<file path="src/sv/pmt_pkg.sv">
package pmt_pkg;

  localparam int CoordBitsDef = 12;
  localparam int SizeW        = 13;
  localparam int CfgIdxW      = 4;

  localparam int ResetX         = 160;
  localparam int ResetY         = 100;
  localparam int ScreenWidthRst = 320;
  localparam int ScreenHeightRst = 200;

  // register indexes on the configuration port
  localparam logic [CfgIdxW-1:0] CfgScreenWidth  = CfgIdxW'(0);
  localparam logic [CfgIdxW-1:0] CfgScreenHeight = CfgIdxW'(1);

  // result kinds
  localparam logic KindKey   = 1'b0;
  localparam logic KindMouse = 1'b1;

  // header bit positions
  localparam int HdrLeft   = 0;
  localparam int HdrRight  = 1;
  localparam int HdrMiddle = 2;
  localparam int HdrSync   = 3;
  localparam int HdrXSign  = 4;
  localparam int HdrYSign  = 5;
  localparam int HdrXOvf   = 6;
  localparam int HdrYOvf   = 7;

  typedef enum logic [1:0] {
    PhHeader = 2'd0,
    PhXMove  = 2'd1,
    PhYMove  = 2'd2
  } phase_e;

endpackage

</file>
<file path="src/sv/pmt_in_if.sv">
interface pmt_in_if;
  logic       valid;
  logic       ready;
  logic [7:0] rx_byte;
  logic       from_aux;

  modport source (output valid, output rx_byte, output from_aux, input ready);
  modport sink   (input valid, input rx_byte, input from_aux, output ready);
endinterface

</file>
<file path="src/sv/pmt_out_if.sv">
interface pmt_out_if #(
  parameter int CoordBits = pmt_pkg::CoordBitsDef
);
  logic                 valid;
  logic                 ready;
  logic                 result_kind;
  logic [7:0]           key_byte;
  logic [CoordBits-1:0] pos_x;
  logic [CoordBits-1:0] pos_y;
  logic                 button_left;
  logic                 button_right;
  logic                 button_middle;

  modport source (
    output valid, output result_kind, output key_byte, output pos_x, output pos_y,
    output button_left, output button_right, output button_middle, input ready
  );
  modport sink (
    input valid, input result_kind, input key_byte, input pos_x, input pos_y,
    input button_left, input button_right, input button_middle, output ready
  );
endinterface

</file>
<file path="src/sv/pmt_cfg_if.sv">
interface pmt_cfg_if;
  logic                         valid;
  logic                         ready;
  logic [pmt_pkg::CfgIdxW-1:0]  index;
  logic [pmt_pkg::SizeW-1:0]    data;

  modport source (output valid, output index, output data, input ready);
  modport sink   (input valid, input index, input data, output ready);
endinterface

</file>
<file path="src/sv/ps2_mouse_packet_tracker_core.sv">
// PS/2 byte tracker: takes one controller byte per cycle. Keyboard bytes come
// out as a result at once; mouse bytes build three-byte packets (header needs
// bit 3 set) and the third byte yields a result with the saturated cursor and
// the buttons. A result shows in the cycle after its byte; the single result
// register lets a new byte in every cycle as long as the sink takes results.
// Screen size registers may only be written while no byte is in flight.
module ps2_mouse_packet_tracker_core #(
  parameter int CoordBits = pmt_pkg::CoordBitsDef
) (
  input logic         clk_i,
  input logic         rst_ni,
  pmt_in_if.sink      in_i,
  pmt_out_if.source   out_o,
  pmt_cfg_if.sink     cfg_i
);

  localparam int SumW = CoordBits + 2;
  localparam int LimW = (CoordBits > pmt_pkg::SizeW) ? CoordBits : pmt_pkg::SizeW;
  localparam logic [LimW-1:0] CoordMax = LimW'((1 << CoordBits) - 1);

  logic [pmt_pkg::SizeW-1:0] width_q, height_q;

  pmt_pkg::phase_e phase_q, phase_d;
  logic [7:0]           header_q, header_d;
  logic [7:0]           xmove_q, xmove_d;
  logic [CoordBits-1:0] cur_x_q, cur_x_d;
  logic [CoordBits-1:0] cur_y_q, cur_y_d;

  logic                 out_valid_q;
  logic                 kind_q;
  logic [7:0]           key_q;
  logic [CoordBits-1:0] pos_x_q, pos_y_q;
  logic                 btn_l_q, btn_r_q, btn_m_q;

  logic in_fire, res_fire, pkt_done;

  logic signed [8:0]      dx, dy;
  logic signed [SumW-1:0] sum_x, sum_y;
  logic [CoordBits-1:0]   lim_x, lim_y, sat_x, sat_y;

  function automatic logic [CoordBits-1:0] coord_limit(logic [pmt_pkg::SizeW-1:0] size);
    logic [pmt_pkg::SizeW-1:0] m1;
    logic [CoordBits-1:0]      lim;
    m1 = size - pmt_pkg::SizeW'(1);
    if (size == '0) begin
      lim = '0;
    end else if (LimW'(m1) > CoordMax) begin
      lim = CoordMax[CoordBits-1:0];
    end else begin
      lim = CoordBits'(m1);
    end
    return lim;
  endfunction

  function automatic logic [CoordBits-1:0] saturate(logic signed [SumW-1:0] v,
                                                    logic [CoordBits-1:0] lim);
    logic [CoordBits-1:0] r;
    if (v < 0) begin
      r = '0;
    end else if (v[CoordBits:0] > {1'b0, lim}) begin
      r = lim;
    end else begin
      r = v[CoordBits-1:0];
    end
    return r;
  endfunction

  assign in_i.ready  = !out_valid_q || out_o.ready;
  assign cfg_i.ready = 1'b1;
  assign in_fire     = in_i.valid && in_i.ready;

  // movement: 9-bit two's complement, zero when the overflow bit is set
  always_comb begin
    dx = header_q[pmt_pkg::HdrXOvf] ? 9'sd0
                                    : $signed({header_q[pmt_pkg::HdrXSign], xmove_q});
    dy = header_q[pmt_pkg::HdrYOvf] ? 9'sd0
                                    : $signed({header_q[pmt_pkg::HdrYSign], in_i.rx_byte});
    sum_x = $signed({2'b00, cur_x_q}) + SumW'(dx);
    sum_y = $signed({2'b00, cur_y_q}) - SumW'(dy);
    lim_x = coord_limit(width_q);
    lim_y = coord_limit(height_q);
    sat_x = saturate(sum_x, lim_x);
    sat_y = saturate(sum_y, lim_y);
  end

  always_comb begin
    phase_d  = phase_q;
    header_d = header_q;
    xmove_d  = xmove_q;
    cur_x_d  = cur_x_q;
    cur_y_d  = cur_y_q;
    pkt_done = 1'b0;
    if (in_fire && in_i.from_aux) begin
      case (phase_q)
        pmt_pkg::PhXMove: begin
          xmove_d = in_i.rx_byte;
          phase_d = pmt_pkg::PhYMove;
        end
        pmt_pkg::PhYMove: begin
          phase_d  = pmt_pkg::PhHeader;
          cur_x_d  = sat_x;
          cur_y_d  = sat_y;
          pkt_done = 1'b1;
        end
        default: begin
          if (in_i.rx_byte[pmt_pkg::HdrSync]) begin
            header_d = in_i.rx_byte;
            phase_d  = pmt_pkg::PhXMove;
          end else begin
            phase_d = pmt_pkg::PhHeader;
          end
        end
      endcase
    end
  end

  assign res_fire = in_fire && (!in_i.from_aux || pkt_done);

  always_ff @(posedge clk_i or negedge rst_ni) begin
    if (!rst_ni) begin
      width_q     <= pmt_pkg::SizeW'(pmt_pkg::ScreenWidthRst);
      height_q    <= pmt_pkg::SizeW'(pmt_pkg::ScreenHeightRst);
      phase_q     <= pmt_pkg::PhHeader;
      header_q    <= '0;
      xmove_q     <= '0;
      cur_x_q     <= CoordBits'(pmt_pkg::ResetX);
      cur_y_q     <= CoordBits'(pmt_pkg::ResetY);
      out_valid_q <= 1'b0;
    end else begin
      if (cfg_i.valid) begin
        case (cfg_i.index)
          pmt_pkg::CfgScreenWidth:  width_q  <= cfg_i.data;
          pmt_pkg::CfgScreenHeight: height_q <= cfg_i.data;
          default: ;
        endcase
      end
      phase_q  <= phase_d;
      header_q <= header_d;
      xmove_q  <= xmove_d;
      cur_x_q  <= cur_x_d;
      cur_y_q  <= cur_y_d;
      if (res_fire) begin
        out_valid_q <= 1'b1;
      end else if (out_o.ready) begin
        out_valid_q <= 1'b0;
      end
    end
  end

  always_ff @(posedge clk_i) begin
    if (res_fire) begin
      if (!in_i.from_aux) begin
        kind_q  <= pmt_pkg::KindKey;
        key_q   <= in_i.rx_byte;
        pos_x_q <= '0;
        pos_y_q <= '0;
        btn_l_q <= 1'b0;
        btn_r_q <= 1'b0;
        btn_m_q <= 1'b0;
      end else begin
        kind_q  <= pmt_pkg::KindMouse;
        key_q   <= '0;
        pos_x_q <= sat_x;
        pos_y_q <= sat_y;
        btn_l_q <= header_q[pmt_pkg::HdrLeft];
        btn_r_q <= header_q[pmt_pkg::HdrRight];
        btn_m_q <= header_q[pmt_pkg::HdrMiddle];
      end
    end
  end

  assign out_o.valid         = out_valid_q;
  assign out_o.result_kind   = kind_q;
  assign out_o.key_byte      = key_q;
  assign out_o.pos_x         = pos_x_q;
  assign out_o.pos_y         = pos_y_q;
  assign out_o.button_left   = btn_l_q;
  assign out_o.button_right  = btn_r_q;
  assign out_o.button_middle = btn_m_q;

endmodule
</file>
<file path="src/flat_wrapper.sv">
// flat-port wrapper written by rule: the top's interface ports become plain ports
module ps2_mouse_packet_tracker_core_flat 
#(
  parameter int CoordBits = pmt_pkg::CoordBitsDef
)
  (clk_i, rst_ni, in_i_valid, in_i_rx_byte, in_i_from_aux, in_i_ready, out_o_valid, out_o_result_kind, out_o_key_byte, out_o_pos_x, out_o_pos_y, out_o_button_left, out_o_button_right, out_o_button_middle, out_o_ready, cfg_i_valid, cfg_i_index, cfg_i_data, cfg_i_ready);
  pmt_in_if in_i_i ();
  pmt_out_if #(.CoordBits(CoordBits)) out_o_i ();
  pmt_cfg_if cfg_i_i ();
  input logic clk_i;
  input logic rst_ni;
  input wire logic [$bits(in_i_i.valid)-1:0] in_i_valid;
  input wire logic [$bits(in_i_i.rx_byte)-1:0] in_i_rx_byte;
  input wire logic [$bits(in_i_i.from_aux)-1:0] in_i_from_aux;
  output wire logic [$bits(in_i_i.ready)-1:0] in_i_ready;
  output wire logic [$bits(out_o_i.valid)-1:0] out_o_valid;
  output wire logic [$bits(out_o_i.result_kind)-1:0] out_o_result_kind;
  output wire logic [$bits(out_o_i.key_byte)-1:0] out_o_key_byte;
  output wire logic [$bits(out_o_i.pos_x)-1:0] out_o_pos_x;
  output wire logic [$bits(out_o_i.pos_y)-1:0] out_o_pos_y;
  output wire logic [$bits(out_o_i.button_left)-1:0] out_o_button_left;
  output wire logic [$bits(out_o_i.button_right)-1:0] out_o_button_right;
  output wire logic [$bits(out_o_i.button_middle)-1:0] out_o_button_middle;
  input wire logic [$bits(out_o_i.ready)-1:0] out_o_ready;
  input wire logic [$bits(cfg_i_i.valid)-1:0] cfg_i_valid;
  input wire logic [$bits(cfg_i_i.index)-1:0] cfg_i_index;
  input wire logic [$bits(cfg_i_i.data)-1:0] cfg_i_data;
  output wire logic [$bits(cfg_i_i.ready)-1:0] cfg_i_ready;
  assign in_i_i.valid = in_i_valid;
  assign in_i_i.rx_byte = in_i_rx_byte;
  assign in_i_i.from_aux = in_i_from_aux;
  assign in_i_ready = in_i_i.ready;
  assign out_o_valid = out_o_i.valid;
  assign out_o_result_kind = out_o_i.result_kind;
  assign out_o_key_byte = out_o_i.key_byte;
  assign out_o_pos_x = out_o_i.pos_x;
  assign out_o_pos_y = out_o_i.pos_y;
  assign out_o_button_left = out_o_i.button_left;
  assign out_o_button_right = out_o_i.button_right;
  assign out_o_button_middle = out_o_i.button_middle;
  assign out_o_i.ready = out_o_ready;
  assign cfg_i_i.valid = cfg_i_valid;
  assign cfg_i_i.index = cfg_i_index;
  assign cfg_i_i.data = cfg_i_data;
  assign cfg_i_ready = cfg_i_i.ready;
  ps2_mouse_packet_tracker_core #(.CoordBits(CoordBits)) u_core (.clk_i(clk_i), .rst_ni(rst_ni), .in_i(in_i_i), .out_o(out_o_i), .cfg_i(cfg_i_i));
endmodule
</file>
<file path="config.mk">
export PLATFORM = sky130hd
export DESIGN_NAME = ps2_mouse_packet_tracker_core_flat
export DESIGN_NICKNAME = d
export VERILOG_FILES = /design/src/sv/pmt_pkg.sv /design/src/sv/pmt_in_if.sv /design/src/sv/pmt_out_if.sv /design/src/sv/pmt_cfg_if.sv /design/src/sv/ps2_mouse_packet_tracker_core.sv /design/src/flat_wrapper.sv
export SDC_FILE = /design/constraint.sdc
export NUM_CORES = 1
export LEC_CHECK = 0
export ABC_AREA = 1
export BUFFER_PORTS_ARGS = -buffer_cell sky130_fd_sc_hd__buf_2
export CORE_ASPECT_RATIO = 1.25
export CORE_MARGIN = 8
export CORE_UTILIZATION = 65
export CTS_CLUSTER_DIAMETER = 50
export DETAILED_ROUTE_END_ITERATION = 12
export PLACE_DENSITY_LB_ADDON = 0.15
export SLEW_MARGIN = 20
export SYNTH_ARGS = -nofsm -noshare
export SYNTH_HDL_FRONTEND = slang
export SYNTH_SLANG_ARGS = --single-unit
</file>
<file path="constraint.sdc">
create_clock -name clk_i -period 9.2 [get_ports clk_i]
set_clock_uncertainty 0.15 [all_clocks]
set_input_delay 0.46 -clock clk_i [delete_from_list [all_inputs] [get_ports clk_i]]
set_output_delay 0.46 -clock clk_i [all_outputs]
set_load 0.01 [all_outputs]
</file>
# ---- After elaboration in Yosys (flattened, before gate mapping)
# Cells that the tools add are included.
dict set report word_totals {
  regBits 105
  out_inout_bits 39
  elab_cells 63
}
dict set report classes {
  n_addsub 4
  order_cmp 6
  n_eq_ne 3
  mux 17
  bitwise_logic 1
  n_reduce_logical 17
}
# op count
set op_table {}
lappend op_table {{$mux 12} 8}
lappend op_table {{$lt 14x1->1 const B} 2}
lappend op_table {{$gt 13x12->1} 2}
lappend op_table {{$gt 13x12->1 const B} 2}
lappend op_table {{$logic_not 13->1} 2}
lappend op_table {{$sub 13x1->13 const B} 2}
lappend op_table {{$mux 9} 2}
lappend op_table {{$add 13x9->14} 1}
lappend op_table {{$sub 13x9->14} 1}
lappend op_table {{$reduce_and 2->1} 4}
lappend op_table {{$mux 1} 6}
lappend op_table {{$eq 4x1->1 const B} 1}
lappend op_table {{$logic_not 4->1} 1}
lappend op_table {{$pmux 2 s2} 1}
lappend op_table {{$logic_and 1x1->1} 3}
lappend op_table {{$reduce_and 3->1} 1}
lappend op_table {{$eq 2x1->1 const B} 1}
lappend op_table {{$eq 2x2->1 const B} 1}
lappend op_table {{$logic_not 1->1} 2}
lappend op_table {{$logic_or 1x1->1} 2}
lappend op_table {{$reduce_bool 2->1} 1}
lappend op_table {{$reduce_or 2->1} 1}
lappend op_table {{$not 1->1} 1}

# ---- Logic depth before layout (Yosys ltp)
# Gate-level depths: netlist of the first run.
dict set report depth {
  depth_word 8
  mapped_depth 31
  mapped_depth_nobuf 30
}

# ---- Worst setup path before layout of the first run
# No wires, ideal clock.
dict set report synth_path {
  kind {input-to-reg}
  from {in in_i_rx_byte[0]}
  to {reg u_core.pos_y_q[0] (netlist: u_core.out_o.pos_y[0]) (data pin)}
  setup_ns 0.266
  arrival_ns 3.408
  required_time_ns 8.784
  path_slack_ns 5.376
  path_stages 24
  path_buffers 0
  path_cell_list {inv_1 > nor2_1 > ha_1 > inv_1 > fa_1 > nand3_1 > nand2_1 > a21oi_1 > o21ai_0 > nand3_1 > nand2_1 > xor2_1 > inv_1 > ha_1 > nand2_1 > inv_1 > nand3_1 > or4_1 > nand2_1 > nand3_1 > nand2_1 > clkinv_1 > nand2_1 > nor2_1}
}
dict set report synth_via {
  elab_chain_len 5
  word_cells_on_any_way 6
}
# element line_no
set synth_rtl {}
lappend synth_rtl {{start, declared} flat_wrapper.sv:13} ;# input wire logic [$bits(in_i_i.rx_byte)-1:0] in_i_rx_byte;
lappend synth_rtl {{$mux 9 (*)} ps2_mouse_packet_tracker_core.sv:76} ;# dy = header_q[pmt_pkg::HdrYOvf] ? 9'sd0
lappend synth_rtl {{$sub 13x9->14 (*)} ps2_mouse_packet_tracker_core.sv:79} ;# sum_y = $signed({2'b00, cur_y_q}) - SumW'(dy);
lappend synth_rtl {{$gt 13x12->1} ps2_mouse_packet_tracker_core.sv:60} ;# end else if (v[CoordBits:0] > {1'b0, lim}) begin
lappend synth_rtl {{$mux 12} ps2_mouse_packet_tracker_core.sv:60}
lappend synth_rtl {{$mux 12 (*)} ps2_mouse_packet_tracker_core.sv:58} ;# if (v < 0) begin
lappend synth_rtl {{end signal, assigned} ps2_mouse_packet_tracker_core.sv:164} ;# pos_y_q <= sat_y;
lappend synth_rtl {{end, declared} ps2_mouse_packet_tracker_core.sv:32} ;# logic [CoordBits-1:0] pos_x_q, pos_y_q;
# Mark *: on every way between the ends. The rest lies on a longest branch, timed or not.
# A chain may end at the register's enable or synchronous reset.

# ---- Worst setup path after layout of the first run
dict set report layout_path {
  from {reg u_core.header_q[6]}
  to {reg u_core.pos_x_q[1] (netlist: u_core.out_o.pos_x[1]) (data pin)}
}
dict set report layout_via {
  elab_chain_len 5
  word_cells_on_any_way 6
}
# element line_no
set layout_rtl {}
lappend layout_rtl {{start, declared} ps2_mouse_packet_tracker_core.sv:24} ;# logic [7:0] header_q, header_d;
lappend layout_rtl {{start signal, assigned} ps2_mouse_packet_tracker_core.sv:138} ;# header_q <= header_d;
lappend layout_rtl {{$mux 9 (*)} ps2_mouse_packet_tracker_core.sv:74} ;# dx = header_q[pmt_pkg::HdrXOvf] ? 9'sd0
lappend layout_rtl {{$add 13x9->14 (*)} ps2_mouse_packet_tracker_core.sv:78} ;# sum_x = $signed({2'b00, cur_x_q}) + SumW'(dx);
lappend layout_rtl {{$gt 13x12->1} ps2_mouse_packet_tracker_core.sv:60}
lappend layout_rtl {{$mux 12} ps2_mouse_packet_tracker_core.sv:60}
lappend layout_rtl {{$mux 12 (*)} ps2_mouse_packet_tracker_core.sv:58}
lappend layout_rtl {{end signal, assigned} ps2_mouse_packet_tracker_core.sv:163} ;# pos_x_q <= sat_x;
lappend layout_rtl {{end, declared} ps2_mouse_packet_tracker_core.sv:32}
# Marks and branches as above.

==> results.sh, run 1 <==
export IMPL_crit_required_ns=9.22
export IMPL_syn_nets=1076
export IMPL_diodes=0
export IMPL_grt_max_degree=69
export IMPL_synth_warnings=0
export IMPL_crit_chain="nor2_1, ha_1, fa_1, nand3_1, nand2_1, a21oi_1, o21ai_0, xnor2_1, inv_1, ha_1, nand2_1, nor2_1, nor3_1, nand2_1, nand2_1, nand2_1, nand2_1, nand2_1, nand2_1, nand2_1, nand2_1, nand2_1, nor2_1"
export IMPL_drt_pass1_iterations=5
export IMPL_post_cts_buffers=0
export IMPL_startpoint="u_core.header_q[6]"
export IMPL_cts_resized=0
export IMPL_final_antenna_net_count=0
export IMPL_whs_ns=0.136
export IMPL_min_period_ns=4.45
export IMPL_die_area_mm2=0.0150
export IMPL_rr_endpoint="u_core.out_o.pos_x[1]"
export IMPL_finalWirelength_mm=17.7
export IMPL_vias_per_cell=5.45
export IMPL_critPathMaxStageDelay_ns=0.51
export IMPL_die_x_um=111
export IMPL_cts_sinks=104
export IMPL_synth_area_leaders="dfrtp_1, nand2_1, edfxtp_1, ha_1, inv_1"
export IMPL_async_reset_ff_share_pct=65.4
export IMPL_grt_total_usage_pct=23.6
export IMPL_cp_slowest_cell="dfrtp_1"
export IMPL_design_portCount=70
export IMPL_port_buffers=68
export IMPL_globalplace_congestion=0.887
export IMPL_max_freq_mhz=225
export IMPL_core_area_mm2=0.0111
export IMPL_syn_area_mm2=0.00735
export IMPL_cp_arrival_ns=4.47
export IMPL_hold_buffers=0
export IMPL_vias=6463
export IMPL_synth_edf_count=36
export IMPL_grt_pass1_vias=6271
export IMPL_synthCells=989
export IMPL_worst_pin_slew_ns=1.12
export IMPL_endpoint="u_core.out_o.pos_x[1]"
export IMPL_cts_clk_slew_worst_paths_ns=0.08
export IMPL_worstSetupPathType="register to register"
export IMPL_globalRouteOverflowTotal=0
export IMPL_fillerInstances=918
export IMPL_cap_viol_max_count=0
export IMPL_critPathLaunchType="register"
export IMPL_antenna_found_initial=0
export IMPL_reg2regPathDepth=23
export IMPL_maxSlewViolCount=0
export IMPL_slew_headroom_pct=25.1
export IMPL_cp_max_fo=13
export IMPL_syn_to_final_growth_pct=9.80
export IMPL_final_hold_violation_count=0
export IMPL_synthDistinctLibCells=50
export IMPL_timing_final_crit_share_pct=48.3
export IMPL_clock_root_buffer="clkbuf_16"
export IMPL_drive_gt1_share_pct=14.0
export IMPL_powerDensity_mw_per_mm2=420
export IMPL_fin_nets=1133
export IMPL_setup_tns_ns=0
export IMPL_numCtsBuffers=9
export IMPL_hpwl_mm=13.1
export IMPL_start_util_pct=66.3
export IMPL_stdcell_count=1186
export IMPL_final_cell_mix="nand2_1, inv_1, nand3_1"
export IMPL_cts_tree="built"
export IMPL_p_leak_nw=4.39
export IMPL_ys_seq_area_share_pct=38.0
export IMPL_synth_largest_area_cell="dfrtp_1"
export IMPL_htreeDepth=3
export IMPL_drt_initial_drc_count=354
export IMPL_clockBufferDepth=2
export IMPL_drc=0
export IMPL_avgSynthCellArea_um2=7.43
export IMPL_insertion_delay_ns=0.36
export IMPL_ir_drop_mv=0.303
export IMPL_synth_main_ff_cell="dfrtp_1"
export IMPL_synth_top_area_share_pct=19.7
export IMPL_ys_seq_elements=104
export IMPL_hp_class="input pin to asynchronous set/reset pin"
export IMPL_layout_commonest_cell="nand2_1"
export IMPL_r2r_start="u_core.header_q[6]"
export IMPL_num_rows=43
export IMPL_dp_cells=1170
export IMPL_setup_viol=0
export IMPL_wl_per_cell_um=14.9
export IMPL_critPathCaptureType="register"
export IMPL_chipHeight_um=135
export IMPL_rsz0062_at_grt="false"
export IMPL_grt_pass1_wl_mm=29.1
export IMPL_cpMostUsedCell="nand2_1"
export IMPL_r2r_slack_ns=4.75
export IMPL_status="finished, final reports clean"
-- worst min path at each step --
stage / startpoint / endpoint / depth (start not counted)
after floorplan: rst_ni / u_core.cur_x_q[0] / 0
after global placement: u_core.cur_x_q[5] / u_core.cur_x_q[5] / 2
after detailed placement: u_core.cur_y_q[6] / u_core.cur_y_q[6] / 2
after CTS: cfg_i_data[6] / u_core.width_q[6] / 3
after global routing: cfg_i_data[6] / u_core.width_q[6] / 3
final: rst_ni / u_core.height_q[9] / 2
-- metrics by stage --
step	instance area [um2]	worst slack (ns)	utilization (%)	power, W
floorplan	7350	5.38	-	0.00252
global placement	7760	4.86	70.0	0.00290
detailed placement	7760	4.74	70.0	0.00296
CTS	8070	4.80	72.8	0.00338
global route	8070	4.31	72.8	0.00373
finish	8070	4.75	72.8	0.00339
-- worst max-delay path, delay by kind of cell (launching register included) --
| kind | cells | cell delay, ns |
|---|---|---|
| AOI/OAI and AO/OA | 2 | 0.38 |
| DFF | 1 | 0.51 |
| buffers and inverters | 1 | 0.08 |
| xor gates and xnor gates | 1 | 0.23 |
| adders and majority gates | 3 | 0.95 |
| and+or+nand+nor | 16 | 1.97 |
-- Yosys cell counts, types with 10 or more instances --
| cell | n |
|---|---|
| dfrtp_1 | 58 |
| clkbuf_1 | 12 |
| a21oi_1 | 23 |
| nor2_1 | 87 |
| inv_1 | 145 |
| xor2_1 | 17 |
| nand2_2 | 10 |
| nand4_1 | 13 |
| edfxtp_1 | 36 |
| dfstp_2 | 10 |
| nand2_1 | 290 |
| ha_1 | 54 |
| nand3_1 | 91 |
| o21ai_0 | 55 |
-- metal layers --
metal | global-route usage (%) | up-vias | part of all wire (%) | wire length [um]
li1 | - | 3260 | - | -
met2 | 41.9 | 174 | 51 | 9040
met3 | 3.28 | 44 | 4.8 | 844
met4 | 9.43 | 0 | 2.8 | 488
met1 | 28.1 | 2985 | 41 | 7300
met5 | 0 | - | 0 | 0
-- cell type report --
type	count	area [um2]	area share, %
clock buffers	9	225	2.79
well taps	135	169	2.09
inverters	151	567	7.02
clock inverters	7	91.3	1.13
flip-flops and latches	104	2800	34.6
multi-input cells	710	3870	47.9
repair buffers	70	355	4.40
-- where the power goes --
| part | switching (W) | internal [W] | total (W) |
|---|---|---|---|
| Combinational | 0.00146 | 0.000772 | 0.00223 |
| Clock | 0.000204 | 0.000197 | 0.000401 |
| Sequential | 0.0000963 | 0.000660 | 0.000757 |
-- cell families (layout without fill, tap and decap cells) --
logic type / after synthesis / count (layout) / synth area share, %
DFF: 104 / 104 / 38.0
xor gates and xnor gates: 28 / 28 / 3.90
and+or+nand+nor: 522 / 522 / 30.9
other: 1 / 1 / 0.0510
adders and majority gates: 56 / 56 / 9.73
buffers and inverters: 175 / 237 / 9.44
AOI/OAI and AO/OA: 103 / 103 / 8.00
-- flip-flops by register name (all words and copies together) (netlist names) --
name	flops
u_core.xmove_q	8
u_core.height_q	13
u_core.width_q	13
u_core.out_o.result_kind	1
u_core.cur_y_q	12
u_core.out_o.pos_y	12
u_core.cur_x_q	12
u_core.out_o.button_left	1
u_core.out_o.pos_x	12
u_core.out_o.valid	1
u_core.out_o.button_right	1
u_core.phase_q	2
u_core.header_q	7
u_core.out_o.key_byte	8
u_core.out_o.button_middle	1
Power figures use the tool's default switching activity.
==> run 2, diff against run 1 <==
CORE_UTILIZATION = 55   (was 65)
clock period = 3.6 ns   (was 9.2 ns; I/O delays follow)
==> results.sh, run 2 (synthesis results as in run 1) <==
export IMPL_status="complete, but fails checks"
export IMPL_violations="negative setup slack"
export IMPL_fin_nets=1260
export IMPL_cap_viol_max_count=0
export IMPL_startpoint="u_core.header_q[7]"
export IMPL_vias_per_cell=5.36
export IMPL_grt_total_usage_pct=22.6
export IMPL_insertion_delay_ns=0.36
export IMPL_r2r_slack_ns=-0.16
export IMPL_numCtsBuffers=9
export IMPL_antenna_found_initial=0
export IMPL_start_util_pct=55.8
export IMPL_die_area_mm2=0.0173
export IMPL_fin_ws_ns=-0.156
export IMPL_diodes=0
export IMPL_wl_per_cell_um=15.9
export IMPL_globalRouteOverflowTotal=0
export IMPL_crit_required_ns=3.56
export IMPL_maxSlewViolCount=0
export IMPL_critPathLaunchType="register"
export IMPL_cp_max_fo=5
export IMPL_finalWirelength_mm=21.4
export IMPL_worstSetupPathType="register to register"
export IMPL_hpwl_mm=14.4
export IMPL_final_cell_mix="nand2_1, inv_1, buf_4"
export IMPL_drt_pass1_iterations=5
export IMPL_fin_area_mm2=0.0100
export IMPL_clock_root_buffer="clkbuf_16"
export IMPL_placed_cell_area_mm2=0.00852
export IMPL_cts_sinks=104
export IMPL_cts_tree="built"
export IMPL_globalplace_congestion=0.918
export IMPL_drt_initial_drc_count=492
export IMPL_design_portCount=70
export IMPL_hp_start="in_i_rx_byte[7]"
export IMPL_port_buffers=68
export IMPL_setup_viol=23
export IMPL_final_hold_violation_count=0
export IMPL_htreeDepth=3
export IMPL_hp_class="input pin to register"
export IMPL_rsz0062_at_grt="true"
export IMPL_clockBufferDepth=2
export IMPL_slew_headroom_pct=37.3
export IMPL_reg_largest_list="u_core.height_q x13, u_core.width_q x13"
export IMPL_max_freq_mhz=266
export IMPL_layout_commonest_cell="nand2_1"
export IMPL_vias=7228
export IMPL_grt_max_degree=40
export IMPL_fillerInstances=964
export IMPL_final_antenna_net_count=0
export IMPL_grt_pass1_wl_mm=31.8
export IMPL_timing_final_crit_share_pct=104
export IMPL_critPathCaptureType="register"
export IMPL_cp_arrival_ns=3.71
export IMPL_drc=0
export IMPL_r2r_start="u_core.header_q[7]"
export IMPL_grt_pass1_vias=6842
export IMPL_syn_to_final_growth_pct=36.6
export IMPL_min_period_ns=3.76
export IMPL_drive_gt1_share_pct=34.4
export IMPL_die_x_um=119
export IMPL_num_rows=47
export IMPL_chipHeight_um=145
export IMPL_cts_clk_slew_worst_paths_ns=0.08
export IMPL_core_area_mm2=0.0132
export IMPL_worst_pin_slew_ns=0.941
export IMPL_place_worst_setup_slack_ns=-0.286
## run 2: area by class of cell
type / count / area [um2] / share of cell area (%)
Multi-Input combinational cell: 713 / 4770 / 47.5
Clock inverter: 7 / 61.3 / 0.611
Sequential cell: 104 / 2800 / 27.9
Timing Repair Buffer: 194 / 1400 / 14.0
Inverter: 151 / 569 / 5.67
Tap cell: 171 / 214 / 2.13
Clock buffer: 9 / 225 / 2.24
## run 2: final timing paths
kind	endpoint	cells after the start
max	u_core.out_o.pos_y[5]	24
min	u_core.xmove_q[7]	3
max reg2reg	u_core.out_o.pos_y[5]	24
min reg2reg	u_core.cur_y_q[0]	2
max in group asynchronous	u_core.header_q[1]	3
min in group asynchronous	u_core.height_q[8]	2
## run 2: repair_timing
item                                   CTS  global route
hold buffers                            19             0
gates resized for setup                 35           173
setup buffers                            2            10
pin swaps                                8            55
setup endpoints to repair               47            48
gates cloned                             2             2
endpoints found under the hold margin   61             0
## run 2: metrics by stage
| stage | setup TNS (ns) | cells | hold slack, ns | util [%] |
|---|---|---|---|---|
| CTS | -1.85 | 1337 | 0.00969 | 69.4 |
| floorplan | 0 | 989 | -0.266 | - |
| global placement | -4.66 | 1298 | 0.223 | 64.6 |
| detailed placement | -6.28 | 1298 | 0.213 | 64.6 |
| global route | -9.95 | 1349 | 0.0375 | 76.2 |
| finish | -1.71 | 1349 | 0.0189 | 76.2 |
## run 2: worst max-delay path: stages (launching register included)
cell and delay [ns]:
dfrtp_1 0.42, nor2_2 0.10, ha_2 0.19, inv_2 0.05, fa_2 0.36, nand3_2 0.09, nand2_2 0.06, a21oi_2 0.16
o21ai_2 0.10, nand3_1 0.08, nand2_1 0.06, xor2_1 0.16, inv_1 0.09, ha_4 0.28, nand2_2 0.04, inv_2 0.05
nand3_2 0.05, or4_4 0.48, nand2_8 0.12, buf_4 0.12, nand3_2 0.07, nand2_2 0.10, inv_2 0.04, nand2_2 0.05
nor2_1 0.03
## run 2: routing by layer
metal  track usage [%]  wire length [um]  vias to the layer above
li1                  -                 -                     3538
met1              25.4              8130                     3426
met2              41.5             11500                      196
met3              3.42              1040                       68
met4              9.27               821                        0
met5                 0                 0                        -
Power of run 2 is left out: the tool's default activity adds up to more than one toggle a clock period on the data nets, which glitch-free logic cannot reach.
